===== config.mk =====
export PLATFORM = sky130hd
export DESIGN_NAME = rtp_receive_depacketizer_top
export DESIGN_NICKNAME = d
export VERILOG_FILES = /design/src/hw/rtl/rtpd_pkg.sv /design/src/hw/rtl/rtpd_cfg_regs.sv /design/src/hw/rtl/rtpd_parser.sv /design/src/hw/rtl/rtpd_out_queue.sv /design/src/hw/rtl/rtp_receive_depacketizer_top.sv
export VERILOG_INCLUDE_DIRS = /design/src /design/src/hw/rtl
export SDC_FILE = /design/constraint.sdc
export NUM_CORES = 2
export LEC_CHECK = 0
export BUFFER_PORTS_ARGS = -buffer_cell sky130_fd_sc_hd__buf_2
export CAP_MARGIN = 15
export CORE_MARGIN = 10
export CORE_UTILIZATION = 29
export CTS_CLUSTER_DIAMETER = 30
export DETAILED_ROUTE_END_ITERATION = 8
export PLACE_DENSITY_LB_ADDON = 0.05
export SLEW_MARGIN = 20
export SYNTH_ARGS = -nofsm -noshare
export SYNTH_HDL_FRONTEND = slang
export SYNTH_SLANG_ARGS = --single-unit

===== constraint.sdc =====
create_clock -name i_clk -period 8.45 [get_ports i_clk]
set_input_delay 1.2675 -clock i_clk [delete_from_list [all_inputs] [get_ports i_clk]]
set_output_delay 1.2675 -clock i_clk [all_outputs]
set_load 0.05 [all_outputs]

===== src/hw/rtl/rtp_receive_depacketizer_top_assert.svh =====
// Assertion macros shared by the RTP receive depacketizer modules.
// No dependencies; included by the modules that check their own logic.
`ifndef RTP_RECEIVE_DEPACKETIZER_TOP_ASSERT_SVH
`define RTP_RECEIVE_DEPACKETIZER_TOP_ASSERT_SVH

// Property that must hold at every clock edge outside reset.
`define RTPD_ASSERT(lbl, clk, rst_n, prop) \
    lbl: assert property (@(posedge clk) disable iff (!rst_n) (prop)) \
        else $error("rtpd assertion failed");

// Consequence that must hold in the cycle after the antecedent.
`define RTPD_ASSERT_NEXT(lbl, clk, rst_n, ante, cons) \
    lbl: assert property (@(posedge clk) disable iff (!rst_n) (ante) |=> (cons)) \
        else $error("rtpd assertion failed");

`endif


===== src/hw/rtl/rtpd_pkg.sv =====
// Package for the RTP receive depacketizer: result and config types, codes, limits.
// No dependencies; imported by every module of the block.
package rtpd_pkg;

    // Hard ceiling on the reassembled frame size in bytes.
    localparam logic [20:0] MAX_FRAME_BYTES = 21'd1048576;

    // Result queue depth; input is held off while more than four slots are used.
    localparam int unsigned OQ_DEPTH = 8;
    localparam int unsigned OQ_PTR_W = $clog2(OQ_DEPTH);
    localparam int unsigned OQ_CNT_W = $clog2(OQ_DEPTH + 1);

    // Configuration register indexes.
    localparam logic [1:0] CFG_PAYLOAD_TYPE    = 2'd0;
    localparam logic [1:0] CFG_MAX_PAYLOAD_LEN = 2'd1;
    localparam logic [1:0] CFG_MAX_FRAME_LEN   = 2'd2;

    // Packet status codes.
    localparam logic [2:0] ST_ACCEPTED    = 3'd0;
    localparam logic [2:0] ST_FRAME_DONE  = 3'd1;
    localparam logic [2:0] ST_BAD_VERSION = 3'd2;
    localparam logic [2:0] ST_PT_MISMATCH = 3'd3;
    localparam logic [2:0] ST_RTCP        = 3'd4;
    localparam logic [2:0] ST_LENGTH      = 3'd5;
    localparam logic [2:0] ST_SEQ_GAP     = 3'd6;
    localparam logic [2:0] ST_OVERFLOW    = 3'd7;

    // Result kinds.
    localparam logic KIND_PAYLOAD = 1'b0;
    localparam logic KIND_STATUS  = 1'b1;

    typedef struct packed {
        logic [6:0]  payload_type;
        logic [15:0] max_payload_len;
        logic [20:0] max_frame_len;
    } t_cfg;

    typedef struct packed {
        logic        kind;
        logic [7:0]  payload_byte;
        logic [2:0]  status;
        logic        frame_restart;
        logic [20:0] frame_length;
        logic [31:0] frame_number;
        logic [15:0] seq_number;
        logic        last;
    } t_result;

    // Up to two results written into the queue in one cycle; valid1 implies valid0.
    typedef struct packed {
        logic    valid0;
        logic    valid1;
        t_result res0;
        t_result res1;
    } t_push;

endpackage


===== src/hw/rtl/rtpd_cfg_regs.sv =====
// Configuration registers of the RTP receive depacketizer.
// Depends on rtpd_pkg for the register indexes and the t_cfg type.
module rtpd_cfg_regs
    import rtpd_pkg::*;
(
    input  logic        i_clk,
    input  logic        i_rst_n,
    input  logic        i_cfg_we,
    input  logic [1:0]  i_cfg_index,
    input  logic [20:0] i_cfg_data,
    output t_cfg        o_cfg
);

    t_cfg r_cfg;

    // Register writes; an index beyond the list is ignored.
    always_ff @(posedge i_clk) begin
        if (!i_rst_n) begin
            r_cfg.payload_type    <= 7'd96;
            r_cfg.max_payload_len <= 16'hFFFF;
            r_cfg.max_frame_len   <= 21'd1048576;
        end else if (i_cfg_we) begin
            unique case (i_cfg_index)
                CFG_PAYLOAD_TYPE:    r_cfg.payload_type    <= i_cfg_data[6:0];
                CFG_MAX_PAYLOAD_LEN: r_cfg.max_payload_len <= i_cfg_data[15:0];
                CFG_MAX_FRAME_LEN:   r_cfg.max_frame_len   <= i_cfg_data;
                default: ;
            endcase
        end
    end

    assign o_cfg = r_cfg;

endmodule


===== src/hw/rtl/rtpd_parser.sv =====
// Header parser, payload forwarding and frame reassembly bookkeeping.
// Depends on rtpd_pkg and on the assertion macros header.
`include "rtp_receive_depacketizer_top_assert.svh"

module rtpd_parser
    import rtpd_pkg::*;
(
    input  logic       i_clk,
    input  logic       i_rst_n,
    input  t_cfg       i_cfg,
    input  logic       i_valid,
    input  logic [7:0] i_byte,
    input  logic       i_last,
    output t_push      o_push
);

    // Parse phases.
    localparam logic [2:0] PH_B0   = 3'd0;
    localparam logic [2:0] PH_B1   = 3'd1;
    localparam logic [2:0] PH_FIX  = 3'd2;
    localparam logic [2:0] PH_EXTH = 3'd3;
    localparam logic [2:0] PH_SKIP = 3'd4;
    localparam logic [2:0] PH_PAY  = 3'd5;

    logic [2:0]  r_phase, n_phase;
    logic [15:0] r_byte_cnt, n_byte_cnt;
    logic [3:0]  r_csrc, n_csrc;
    logic        r_ext, n_ext;
    logic [17:0] r_skip, n_skip;
    logic [15:0] r_cur_seq, n_cur_seq;
    logic        r_cur_marker, n_cur_marker;
    logic [2:0]  r_pkt_status, n_pkt_status;
    logic [16:0] r_pay_cnt, n_pay_cnt;
    logic [15:0] r_prev_seq, n_prev_seq;
    logic        r_prev_marker, n_prev_marker;
    logic        r_sticky, n_sticky;
    logic [20:0] r_frame_fill, n_frame_fill;
    logic [31:0] r_frame_cnt, n_frame_cnt;

    logic [6:0]  hdr_end;
    logic [7:0]  ext_pos;
    logic [17:0] skip_new;
    logic        pay_v;
    logic [20:0] lim;
    logic [20:0] fill0;
    logic [21:0] fill_sum;
    logic        gap;
    logic [2:0]  st;
    logic        rs;
    logic [20:0] fl;
    t_result     pay_res;
    t_result     stat_res;

    // Header end position: twelve fixed bytes plus four per CSRC word, minus one.
    assign hdr_end = {1'b0, r_csrc, 2'b00} + 7'd11;
    assign ext_pos = {1'b0, hdr_end} + 8'd1;
    assign lim     = (i_cfg.max_frame_len < MAX_FRAME_BYTES) ? i_cfg.max_frame_len
                                                               : MAX_FRAME_BYTES;

    // Per-byte parse step, then the end-of-packet decision.
    always_comb begin
        n_phase       = r_phase;
        n_byte_cnt    = r_byte_cnt;
        n_csrc        = r_csrc;
        n_ext         = r_ext;
        n_skip        = r_skip;
        n_cur_seq     = r_cur_seq;
        n_cur_marker  = r_cur_marker;
        n_pkt_status  = r_pkt_status;
        n_pay_cnt     = r_pay_cnt;
        n_prev_seq    = r_prev_seq;
        n_prev_marker = r_prev_marker;
        n_sticky      = r_sticky;
        n_frame_fill  = r_frame_fill;
        n_frame_cnt   = r_frame_cnt;
        skip_new      = {r_skip[17:10], i_byte, 2'b00};
        pay_v         = 1'b0;
        fill0         = r_frame_fill;
        fill_sum      = '0;
        gap           = 1'b0;
        st            = ST_ACCEPTED;
        rs            = 1'b0;
        fl            = '0;

        unique case (r_phase)
            PH_B0: begin
                n_csrc       = i_byte[3:0];
                n_ext        = i_byte[4];
                n_pkt_status = (i_byte[7:6] != 2'b10) ? ST_BAD_VERSION : ST_ACCEPTED;
                n_phase      = PH_B1;
            end
            PH_B1: begin
                n_cur_marker = i_byte[7];
                if (r_pkt_status == ST_ACCEPTED) begin
                    if (i_byte[6:0] != i_cfg.payload_type) begin
                        n_pkt_status = ST_PT_MISMATCH;
                    end else if (i_byte >= 8'd200 && i_byte <= 8'd204) begin
                        n_pkt_status = ST_RTCP;
                    end
                end
                n_phase = PH_FIX;
            end
            PH_FIX: begin
                if (r_byte_cnt == 16'd2) begin
                    n_cur_seq = {i_byte, 8'h00};
                end else if (r_byte_cnt == 16'd3) begin
                    n_cur_seq = {r_cur_seq[15:8], i_byte};
                end
                if (r_byte_cnt >= {9'b0, hdr_end}) begin
                    n_phase = r_ext ? PH_EXTH : PH_PAY;
                end
            end
            PH_EXTH: begin
                // Extension length word sits at the third and fourth extension bytes.
                if (r_byte_cnt == {8'b0, ext_pos + 8'd2}) begin
                    n_skip = {i_byte, 10'b0};
                end else if (r_byte_cnt == {8'b0, ext_pos + 8'd3}) begin
                    n_skip  = skip_new;
                    n_phase = (skip_new != '0) ? PH_SKIP : PH_PAY;
                end
            end
            PH_SKIP: begin
                n_skip = r_skip - 18'd1;
                if (n_skip == '0) begin
                    n_phase = PH_PAY;
                end
            end
            default: begin
                pay_v = 1'b1;
                if (r_pay_cnt != 17'h1FFFF) begin
                    n_pay_cnt = r_pay_cnt + 17'd1;
                end
            end
        endcase

        if (r_byte_cnt != 16'hFFFF) begin
            n_byte_cnt = r_byte_cnt + 16'd1;
        end

        // Packet end: checks in priority order on the freshly parsed values.
        if (i_last) begin
            if (n_pkt_status == ST_BAD_VERSION) begin
                st = ST_BAD_VERSION;
            end else if (n_phase == PH_B1) begin
                n_sticky = 1'b1;
                st       = ST_LENGTH;
            end else if (n_pkt_status == ST_PT_MISMATCH) begin
                n_frame_fill = '0;
                rs           = 1'b1;
                st           = ST_PT_MISMATCH;
            end else begin
                // A pending error drops the partial frame before later checks.
                if (r_sticky) begin
                    n_sticky = 1'b0;
                    fill0    = '0;
                    rs       = 1'b1;
                end
                n_frame_fill = fill0;
                if (n_pkt_status == ST_RTCP) begin
                    st = ST_RTCP;
                end else if (n_phase != PH_PAY || n_pay_cnt == '0 ||
                             n_pay_cnt > {1'b0, i_cfg.max_payload_len}) begin
                    n_sticky = 1'b1;
                    st       = ST_LENGTH;
                end else begin
                    gap        = (r_prev_seq != '0) && (n_cur_seq != r_prev_seq + 16'd1);
                    n_prev_seq = n_cur_seq;
                    if (gap) begin
                        n_sticky      = 1'b1;
                        n_prev_marker = n_cur_marker;
                        st            = ST_SEQ_GAP;
                    end else begin
                        if (r_prev_marker) begin
                            fill0 = '0;
                            rs    = 1'b1;
                        end
                        n_prev_marker = n_cur_marker;
                        fill_sum      = {1'b0, fill0} + {5'b0, n_pay_cnt};
                        n_frame_fill  = fill0;
                        if (fill_sum > {1'b0, lim}) begin
                            n_sticky = 1'b1;
                            st       = ST_OVERFLOW;
                        end else if (n_cur_marker) begin
                            n_frame_cnt  = r_frame_cnt + 32'd1;
                            fl           = fill_sum[20:0];
                            st           = ST_FRAME_DONE;
                            n_frame_fill = '0;
                        end else begin
                            n_frame_fill = fill_sum[20:0];
                        end
                    end
                end
            end
        end

        // Result items for this byte.
        pay_res.kind          = KIND_PAYLOAD;
        pay_res.payload_byte  = i_byte;
        pay_res.status        = ST_ACCEPTED;
        pay_res.frame_restart = 1'b0;
        pay_res.frame_length  = '0;
        pay_res.frame_number  = '0;
        pay_res.seq_number    = n_cur_seq;
        pay_res.last          = !i_last;

        stat_res.kind          = KIND_STATUS;
        stat_res.payload_byte  = '0;
        stat_res.status        = st;
        stat_res.frame_restart = rs;
        stat_res.frame_length  = fl;
        stat_res.frame_number  = n_frame_cnt;
        stat_res.seq_number    = n_cur_seq;
        stat_res.last          = 1'b1;

        // The per-packet state starts over after the final byte.
        if (i_last) begin
            n_phase      = PH_B0;
            n_byte_cnt   = '0;
            n_csrc       = '0;
            n_ext        = 1'b0;
            n_skip       = '0;
            n_cur_seq    = '0;
            n_cur_marker = 1'b0;
            n_pkt_status = ST_ACCEPTED;
            n_pay_cnt    = '0;
        end
    end

    // Result items handed to the queue.
    always_comb begin
        o_push.valid0 = i_valid && (pay_v || i_last);
        o_push.valid1 = i_valid && pay_v && i_last;
        o_push.res0   = pay_v ? pay_res : stat_res;
        o_push.res1   = stat_res;
    end

    // Parser state.
    always_ff @(posedge i_clk) begin
        if (!i_rst_n) begin
            r_phase       <= PH_B0;
            r_byte_cnt    <= '0;
            r_csrc        <= '0;
            r_ext         <= 1'b0;
            r_skip        <= '0;
            r_cur_seq     <= '0;
            r_cur_marker  <= 1'b0;
            r_pkt_status  <= ST_ACCEPTED;
            r_pay_cnt     <= '0;
            r_prev_seq    <= '0;
            r_prev_marker <= 1'b0;
            r_sticky      <= 1'b0;
            r_frame_fill  <= '0;
            r_frame_cnt   <= '0;
        end else if (i_valid) begin
            r_phase       <= n_phase;
            r_byte_cnt    <= n_byte_cnt;
            r_csrc        <= n_csrc;
            r_ext         <= n_ext;
            r_skip        <= n_skip;
            r_cur_seq     <= n_cur_seq;
            r_cur_marker  <= n_cur_marker;
            r_pkt_status  <= n_pkt_status;
            r_pay_cnt     <= n_pay_cnt;
            r_prev_seq    <= n_prev_seq;
            r_prev_marker <= n_prev_marker;
            r_sticky      <= n_sticky;
            r_frame_fill  <= n_frame_fill;
            r_frame_cnt   <= n_frame_cnt;
        end
    end

    // The final byte of a packet always returns the parser to the first header byte.
    `RTPD_ASSERT_NEXT(a_pkt_end_restart, i_clk, i_rst_n, i_valid && i_last, r_phase == PH_B0 && r_byte_cnt == '0)
    // Length, gap and overflow errors leave the sticky error set.
    `RTPD_ASSERT_NEXT(a_error_sticky, i_clk, i_rst_n, i_valid && i_last && (st == ST_LENGTH || st == ST_SEQ_GAP || st == ST_OVERFLOW), r_sticky)
    // A completed frame holds at least the payload of its closing packet.
    `RTPD_ASSERT(a_frame_len_nonzero, i_clk, i_rst_n, (i_valid && i_last && st == ST_FRAME_DONE) |-> (fl != '0))

endmodule


===== src/hw/rtl/rtpd_out_queue.sv =====
// Result queue: takes up to two result items a cycle, hands out one a cycle when popped.
// Depends on rtpd_pkg and on the assertion macros header.
`include "rtp_receive_depacketizer_top_assert.svh"

module rtpd_out_queue
    import rtpd_pkg::*;
(
    input  logic    i_clk,
    input  logic    i_rst_n,
    input  t_push   i_push,
    input  logic    i_pop,
    output t_result o_head,
    output logic    o_nonempty,
    output logic    o_room
);

    t_result              r_mem [OQ_DEPTH];
    logic [OQ_PTR_W-1:0]  r_wr_ptr, r_rd_ptr;
    logic [OQ_CNT_W-1:0]  r_count;
    logic [OQ_CNT_W-1:0]  push_n;
    logic                 pop_ok;
    logic [OQ_PTR_W-1:0]  wr_ptr1;

    assign push_n  = OQ_CNT_W'(i_push.valid0) + OQ_CNT_W'(i_push.valid1);
    assign pop_ok  = i_pop && (r_count != '0);
    assign wr_ptr1 = r_wr_ptr + OQ_PTR_W'(1);

    // Storage writes.
    always_ff @(posedge i_clk) begin
        if (i_push.valid0) begin
            r_mem[r_wr_ptr] <= i_push.res0;
        end
        if (i_push.valid1) begin
            r_mem[wr_ptr1] <= i_push.res1;
        end
    end

    // Pointers and fill count.
    always_ff @(posedge i_clk) begin
        if (!i_rst_n) begin
            r_wr_ptr <= '0;
            r_rd_ptr <= '0;
            r_count  <= '0;
        end else begin
            r_wr_ptr <= r_wr_ptr + push_n[OQ_PTR_W-1:0];
            if (pop_ok) begin
                r_rd_ptr <= r_rd_ptr + OQ_PTR_W'(1);
            end
            r_count <= r_count + push_n - OQ_CNT_W'(pop_ok);
        end
    end

    assign o_head     = r_mem[r_rd_ptr];
    assign o_nonempty = (r_count != '0);
    // Room for the item held in the input register and one more just accepted.
    assign o_room     = (r_count <= OQ_CNT_W'(OQ_DEPTH - 4));

    // Writes never land on entries that are still waiting.
    `RTPD_ASSERT(a_no_overflow, i_clk, i_rst_n, ({1'b0, r_count} + {1'b0, push_n}) <= ((OQ_CNT_W + 1)'(OQ_DEPTH) + (OQ_CNT_W + 1)'(pop_ok)))
    // The fill count stays within the storage.
    `RTPD_ASSERT(a_count_bound, i_clk, i_rst_n, r_count <= OQ_CNT_W'(OQ_DEPTH))

endmodule


===== src/hw/rtl/rtp_receive_depacketizer_top.sv =====
// Each accepted byte passes the input register, then its results go into the result queue.
// Throughput: one item per cycle while s_tready is high; a final payload byte yields
// a second result item; the eight-entry queue drains one per cycle while m_tready is high.
// s_tready falls while the result queue holds more than four items.
// Reset: synchronous, active low; clears control state and restores register defaults.
// Top level of the RTP receive depacketizer; depends on rtpd_pkg and the submodules.
module rtp_receive_depacketizer_top
    import rtpd_pkg::*;
(
    input  logic        i_clk,
    input  logic        i_rst_n,
    // Packet byte stream
    input  logic        s_tvalid,
    output logic        s_tready,
    input  logic [7:0]  s_tdata,   // [7:0] data_byte
    input  logic        s_tlast,   // last_byte
    // Result stream
    output logic        m_tvalid,
    input  logic        m_tready,
    output logic [87:0] m_tdata,   // [7:0] payload_byte, [10:8] status, [11] frame_restart,
                                   // [32:12] frame_length, [64:33] frame_number,
                                   // [80:65] seq_number, [87:81] zero
    output logic        m_tuser,   // kind
    output logic        m_tlast,   // last
    // Configuration writes
    input  logic        i_cfg_we,
    input  logic [1:0]  i_cfg_index,
    input  logic [20:0] i_cfg_data
);

    t_cfg       cfg;
    t_push      push;
    t_result    head;
    logic       q_nonempty;
    logic       q_room;
    logic       in_accept;
    logic       r_in_valid;
    logic [7:0] r_in_byte;
    logic       r_in_last;

    rtpd_cfg_regs u_cfg (
        .i_clk       (i_clk),
        .i_rst_n     (i_rst_n),
        .i_cfg_we    (i_cfg_we),
        .i_cfg_index (i_cfg_index),
        .i_cfg_data  (i_cfg_data),
        .o_cfg       (cfg)
    );

    // Input register.
    assign s_tready  = q_room;
    assign in_accept = s_tvalid && s_tready;

    always_ff @(posedge i_clk) begin
        if (!i_rst_n) begin
            r_in_valid <= 1'b0;
        end else begin
            r_in_valid <= in_accept;
        end
    end

    always_ff @(posedge i_clk) begin
        if (in_accept) begin
            r_in_byte <= s_tdata;
            r_in_last <= s_tlast;
        end
    end

    rtpd_parser u_parser (
        .i_clk   (i_clk),
        .i_rst_n (i_rst_n),
        .i_cfg   (cfg),
        .i_valid (r_in_valid),
        .i_byte  (r_in_byte),
        .i_last  (r_in_last),
        .o_push  (push)
    );

    rtpd_out_queue u_queue (
        .i_clk      (i_clk),
        .i_rst_n    (i_rst_n),
        .i_push     (push),
        .i_pop      (m_tready),
        .o_head     (head),
        .o_nonempty (q_nonempty),
        .o_room     (q_room)
    );

    // Result stream packing.
    assign m_tvalid = q_nonempty;
    assign m_tuser  = head.kind;
    assign m_tlast  = head.last;
    assign m_tdata  = {7'b0, head.seq_number, head.frame_number, head.frame_length,
                       head.frame_restart, head.status, head.payload_byte};

endmodule

### Word level (Yosys, flattened, before mapping)

Memory sizes are Yosys's and may differ from the RTL's. A register that Yosys moved wholly into a read port is not among the register bits.
Index checks and enable logic that the tools add are counted.
Widths: inputs -> output; s select.

* output and inout bits: 92
* memories kept: 1
* bits in registers: 214
* input port bits: 37
* word-level logic and storage cells: 208
* bits in writable memories: 664

* order comparisons: 7
* muxes and demuxes: 99
* equality and inequality tests: 23
* add/subtract/negate cells: 16
* reduce and logical (&&, ||, !) cells: 33
* bitwise gates (word level): 5

Memories
* u_queue.r_mem: depth 8, bits a word 83, rd ports 1, clocked after memory_dff 1, write ports 2, line rtpd_out_queue.sv:17 `t_result r_mem [OQ_DEPTH];`

Operators with widths (number)
* $mux 21: 25
* $mux 32: 9
* $mux 83: 1
* $mux 16: 5
* $mux 3: 20
* $mux 17: 3
* $mux 18: 2
* $pmux 18 s2: 1
* $add 16x1->16 const B: 2
* $add 32x1->32 const B: 1
* $eq 16x2->1 const B: 2
* $eq 16x8->1: 2
* $reduce_bool 16->1: 2
* $mux 1: 26
* $add 21x17->22: 1
* $gt 22x21->1: 1
* $lt 21x21->1 const B: 1
* $logic_not 18->1: 1
* $sub 18x1->18 const B: 1
* $add 17x1->17 const B: 1
* $gt 17x16->1: 1
* $logic_not 17->1: 1
* $ne 17x17->1 const B: 1
* $add 8x2->8 const B: 2
* other kinds (44): 71

### Logic depth before layout (Yosys ltp)

* depth after elaboration: 27
* gate-level depth with buffers: 34
* depth with buffers taken out: 32

### Hierarchy

Synthesis repeated with hierarchy kept, for this count alone.

* cells, all modules: 3839
* area total of the unflattened synthesis: 48870.6 um2

Modules (own cells, without submodules)
* rtpd_out_queue: instances 1, area each 33643.5 um2, seq. area each 20199.4 um2, cells an instance 1792
* rtpd_parser: instances 1, area each 13056.3 um2, seq. area each 3002.9 um2, cells an instance 1837
* rtpd_cfg_regs: instances 1, area each 1811.7 um2, seq. area each 880.8 um2, cells an instance 190
* rtp_receive_depacketizer_top: instances 1, area each 359.1 um2, seq. area each 290.3 um2, cells an instance 20

### Least setup slack after synthesis

OpenSTA, ideal clock, no wires.

* kind: reg-to-reg
* start point: register u_parser.r_pay_cnt[6]
* end point: memory u_queue.r_mem[0][44] (netlist name), data pin
* data arrival time: 6.532 ns
* cell stages (with the launch flop): 34
* buffers on the path: 3
* period minus slack after synthesis: 6.804 ns
* library setup time: 0.272 ns
* path slack: 1.646 ns
* required time: 8.178 ns
* cell sequence: dfxtp_1 clkbuf_1 and4_1 clkbuf_1 nand4_1 nor2_1 nor2_1 a21oi_1 inv_1 ha_1 a21oi_1 nor2_1 a311o_1 a31o_2 a21oi_1 o21bai_1 a21oi_1 nor2_1 o21ai_0 xor2_1 inv_1 ha_1 nand4_1 nor3_1 o21ai_0 a31oi_1 a2111o_1 a21oi_1 nand4_1 nor4_4 buf_2 nand4_1 xor2_1 nor2_1

RTL lines
* start: declaration: line rtpd_parser.sv:33 `logic [16:0] r_pay_cnt, n_pay_cnt;`
* start signal: assignment: line rtpd_parser.sv:263 `r_pay_cnt <= n_pay_cnt;`
* end: declaration: line rtpd_out_queue.sv:17

==> run summary <==
Reg2reg setup slack = 0.60 ns
Antenna Violating Nets Remaining = 0
DRC = 0
Wire per inst = 23.3 µm
Reg2reg path depth = 27
GRT Total Usage = 17.5%
# fillers = 14.3k
# nets final = 4222
Util after Layout = 37.7%
Final WL = 145 mm
Post-layout min period = 7.85 ns
FMAX = 127 MHz
Die area = 163000 µm²
Slowest cell on the critical path = nor4_1
Vias in the first global route = 31.8k
Core area = 146000 µm²
Cell row count = 140
Fin crit share = 92.9%
I/O Buffers = 121
WS Path Type = register to register
Endpoint type of the worst setup path = register
Cell repeated most along the worst path = a21oi_1
Setup crit start = u_parser.r_pay_cnt[0]
CTS Sinks = 881
CP Data Arrival Time = 8.43 ns
CTS Buf Count = 277
Cell count after synthesis = 3853
Mapped cell area = 42800 µm²
Die X = 404 µm
Max-Cap Viols = 0
Root Buffer = clkbuf_16
Io pins = 129
Crit path max fanout = 63
Grt total ovfl = 0
Total power = 17000 µW
Cell variety after synth = 82
Max-slew violation count = 0
Leakage = 0.0198 µW
Post-synth top area share = 41.6%
Detailed Place HPWL = 85.4 mm
HP Class = register to register
EDFF count, synth = 593
Global-route wire length before repair = 214 mm
Multi-input gate area = 18100 µm²
Status = complete, no violations
Reg2reg start = u_parser.r_pay_cnt[0]
Final hold vios = 0
Setup TNS Final = 0 ns
CTS resizes = 0
CTS tree = yes
Pin count of the biggest net entering global routing = 86
Starting Density = 29.3%
Mean Syn Cell Area = 11.1 µm²
FF/Latch Area = 23600 µm²
Setup Fix Bufs, Post-CTS = 0
Clock transition at path regs = 0.04 ns
Setup Viol. Count Final = 0
Pwr Density = 308 nW/µm²
Seq/Total Area, Yosys = 55.1%
Post-CTS Hold Buffers = 0
Synth warnings = 0
Fin Clk Skew = 0.0750 ns
Max-slew headroom = 29.6%
Top_reg_cell synth = edfxtp_1
Post-synth top area cell = edfxtp_1
CTS Buffer Depth = 4
R2R Path End = u_queue.r_mem[7][43]
Crit-path max cell delay = 0.47 ns
Initial DRT Pass Iterations = 5
Initial DRC Count = 1930
Vias per cell = 4.91
Fraction of registers with async set or reset after synthesis = 0%
Antenna diodes = 0
H-Tree Depth = 5
Via count = 30.5k
Die H = 404 µm
Initial antenna violation count = 3
Yosys reg bits = 881
Startpoint types = register
Worst Tran Pin Value = 1.05 ns
Max IR drop VDD = 225 µV
Worst-skew pair later-pin latency = 0.88 ns
Crit path capture = u_queue.r_mem[7][43]
CP required = 9.03 ns
Synth area leaders = edfxtp_1 (42%), dfxtp_1 (13%), mux4_2 (8.7%), nor2_1 (6.2%), nand2_1 (3.3%)
Gp weighted congestion = 0.797
Area Growth Syn to Fin = 28.6%
Share of cells above drive strength 1 = 22.2%
[metal layers]
metal  GRT usage, %  up-vias  share of wire (%)
met2           28.0      736                 47
met3           2.96      289                4.2
met5              0        -                  0
met1           23.8    15152                 46
li1               -    14365                  -
met4           6.22        0                3.0
[area by class of cell]
class / count / share of cell area (%)
Timing Repair Buffer: 235 / 2.71
Clock buffer: 354 / 13.9
Inverter: 106 / 0.760
Tap cell: 1917 / 4.36
Sequential cell: 881 / 42.9
Clock inverter: 119 / 2.44
Multi-Input combinational cell: 2603 / 32.9
[cells by family after synthesis]
family / Yosys count / synth area share [%]
multiplexers: 262 / 11.2
XOR/XNOR: 160 / 3.29
adder cells (fa/ha/maj): 85 / 2.52
buffers and inverters: 375 / 3.43
AO/OA/AOI/OAI: 485 / 7.36
other: 1 / 0.00876
AND/OR/NAND/NOR: 1604 / 17.1
flip-flops: 881 / 55.1
[synth_stat cells, drive strengths merged (25+ instances only)]
cell type / number
a21boi: 30
xor2: 67
clkbuf: 219
o21ai: 78
a21o: 25
nand2: 378
inv: 105
and2: 111
a21oi: 158
edfxtp: 593
mux2: 83
nor2b: 62
nand3: 75
nor2: 708
and3: 48
nor4: 25
dfxtp: 288
xnor2: 93
nand4: 54
ha: 78
nor3: 54
buf: 50
mux4: 166
[stage by stage]
stage	instances	hold WS, ns	worst slack, ns	area (µm²)
3_5_place_dp	5742	0.438	0.349	45800
6_report	6215	0.438	0.599	55000
5_1_grt	6215	0.454	-0.0446	55000
2_1_floorplan	3859	0.417	1.65	42800
4_1_cts	6215	0.443	0.360	54800
3_3_place_gp	5742	0.429	0.420	45800
[worst min-delay path by stage]
stage	end	slack [ns]	cells past startpoint	from
after floorplan	u_parser.r_frame_fill[11]	0.42	2	u_parser.r_frame_fill[11]
after detailed placement	u_queue.r_mem[0][82]	0.44	2	u_queue.r_mem[0][82]
final	u_queue.r_mem[5][82]	0.44	2	u_queue.r_mem[5][82]
after global routing	u_queue.r_mem[0][82]	0.45	2	u_queue.r_mem[0][82]
after global placement	u_parser.r_frame_fill[16]	0.43	2	u_parser.r_frame_fill[16]
after CTS	u_queue.r_mem[2][82]	0.44	2	u_queue.r_mem[2][82]
[where the power goes]
| group | total, µW | internal (µW) | leakage (µW) | switching, µW |
|---|---|---|---|---|
| clock | 9940 | 7180 | 0.00444 | 2760 |
| sequential | 4830 | 4670 | 0.00798 | 163 |
| combinational | 2190 | 782 | 0.00738 | 1410 |
[worst max-delay path: cells and delay by family (launching register included)]
kind                     cells  cell delay, ns
XOR/XNOR                     3            0.82
buffers and inverters        3            0.44
flip-flops                   1            0.45
adder cells (fa/ha/maj)      5            1.72
AND/OR/NAND/NOR              8            1.95
AO/OA/AOI/OAI                8            2.15
[cells in the final DEF (no fill, tap or decap), types with 23 or more instances in the layout]
cell	instances
nor3_1	51
buf_2	120
clkbuf_1	41
a21boi_0	28
buf_4	113
clkinv_2	45
clkinv_1	38
and2_1	111
nor2_1	703
ha_1	78
a21oi_1	149
a21o_1	25
nor2b_1	62
and3_1	48
o211ai_1	23
o21ai_0	73
nand3_1	75
xor2_1	42
mux2_2	83
dfxtp_1	284
bufinv_16	31
mux4_2	166
xnor2_1	91
clkbuf_8	29
nand4_1	54
nand2_1	378
inv_1	97
edfxtp_1	593
clkbuf_16	284
xor2_2	24
[registers in the layout (all words and copies together), names as in the netlist, 4 cells and up, named ones only]
name                   flops
u_cfg.o_cfg               44
u_parser.r_pay_cnt        17
u_parser.r_skip           18
u_parser.r_csrc            4
u_parser.r_frame_fill     21
u_parser.r_cur_seq        16
r_in_byte                  8
u_parser.r_frame_cnt      32
u_queue.r_count            4
u_queue.r_mem            664
u_parser.r_byte_cnt       16
u_parser.r_prev_seq       16
Note: power is estimated with default switching activity, not from simulation.
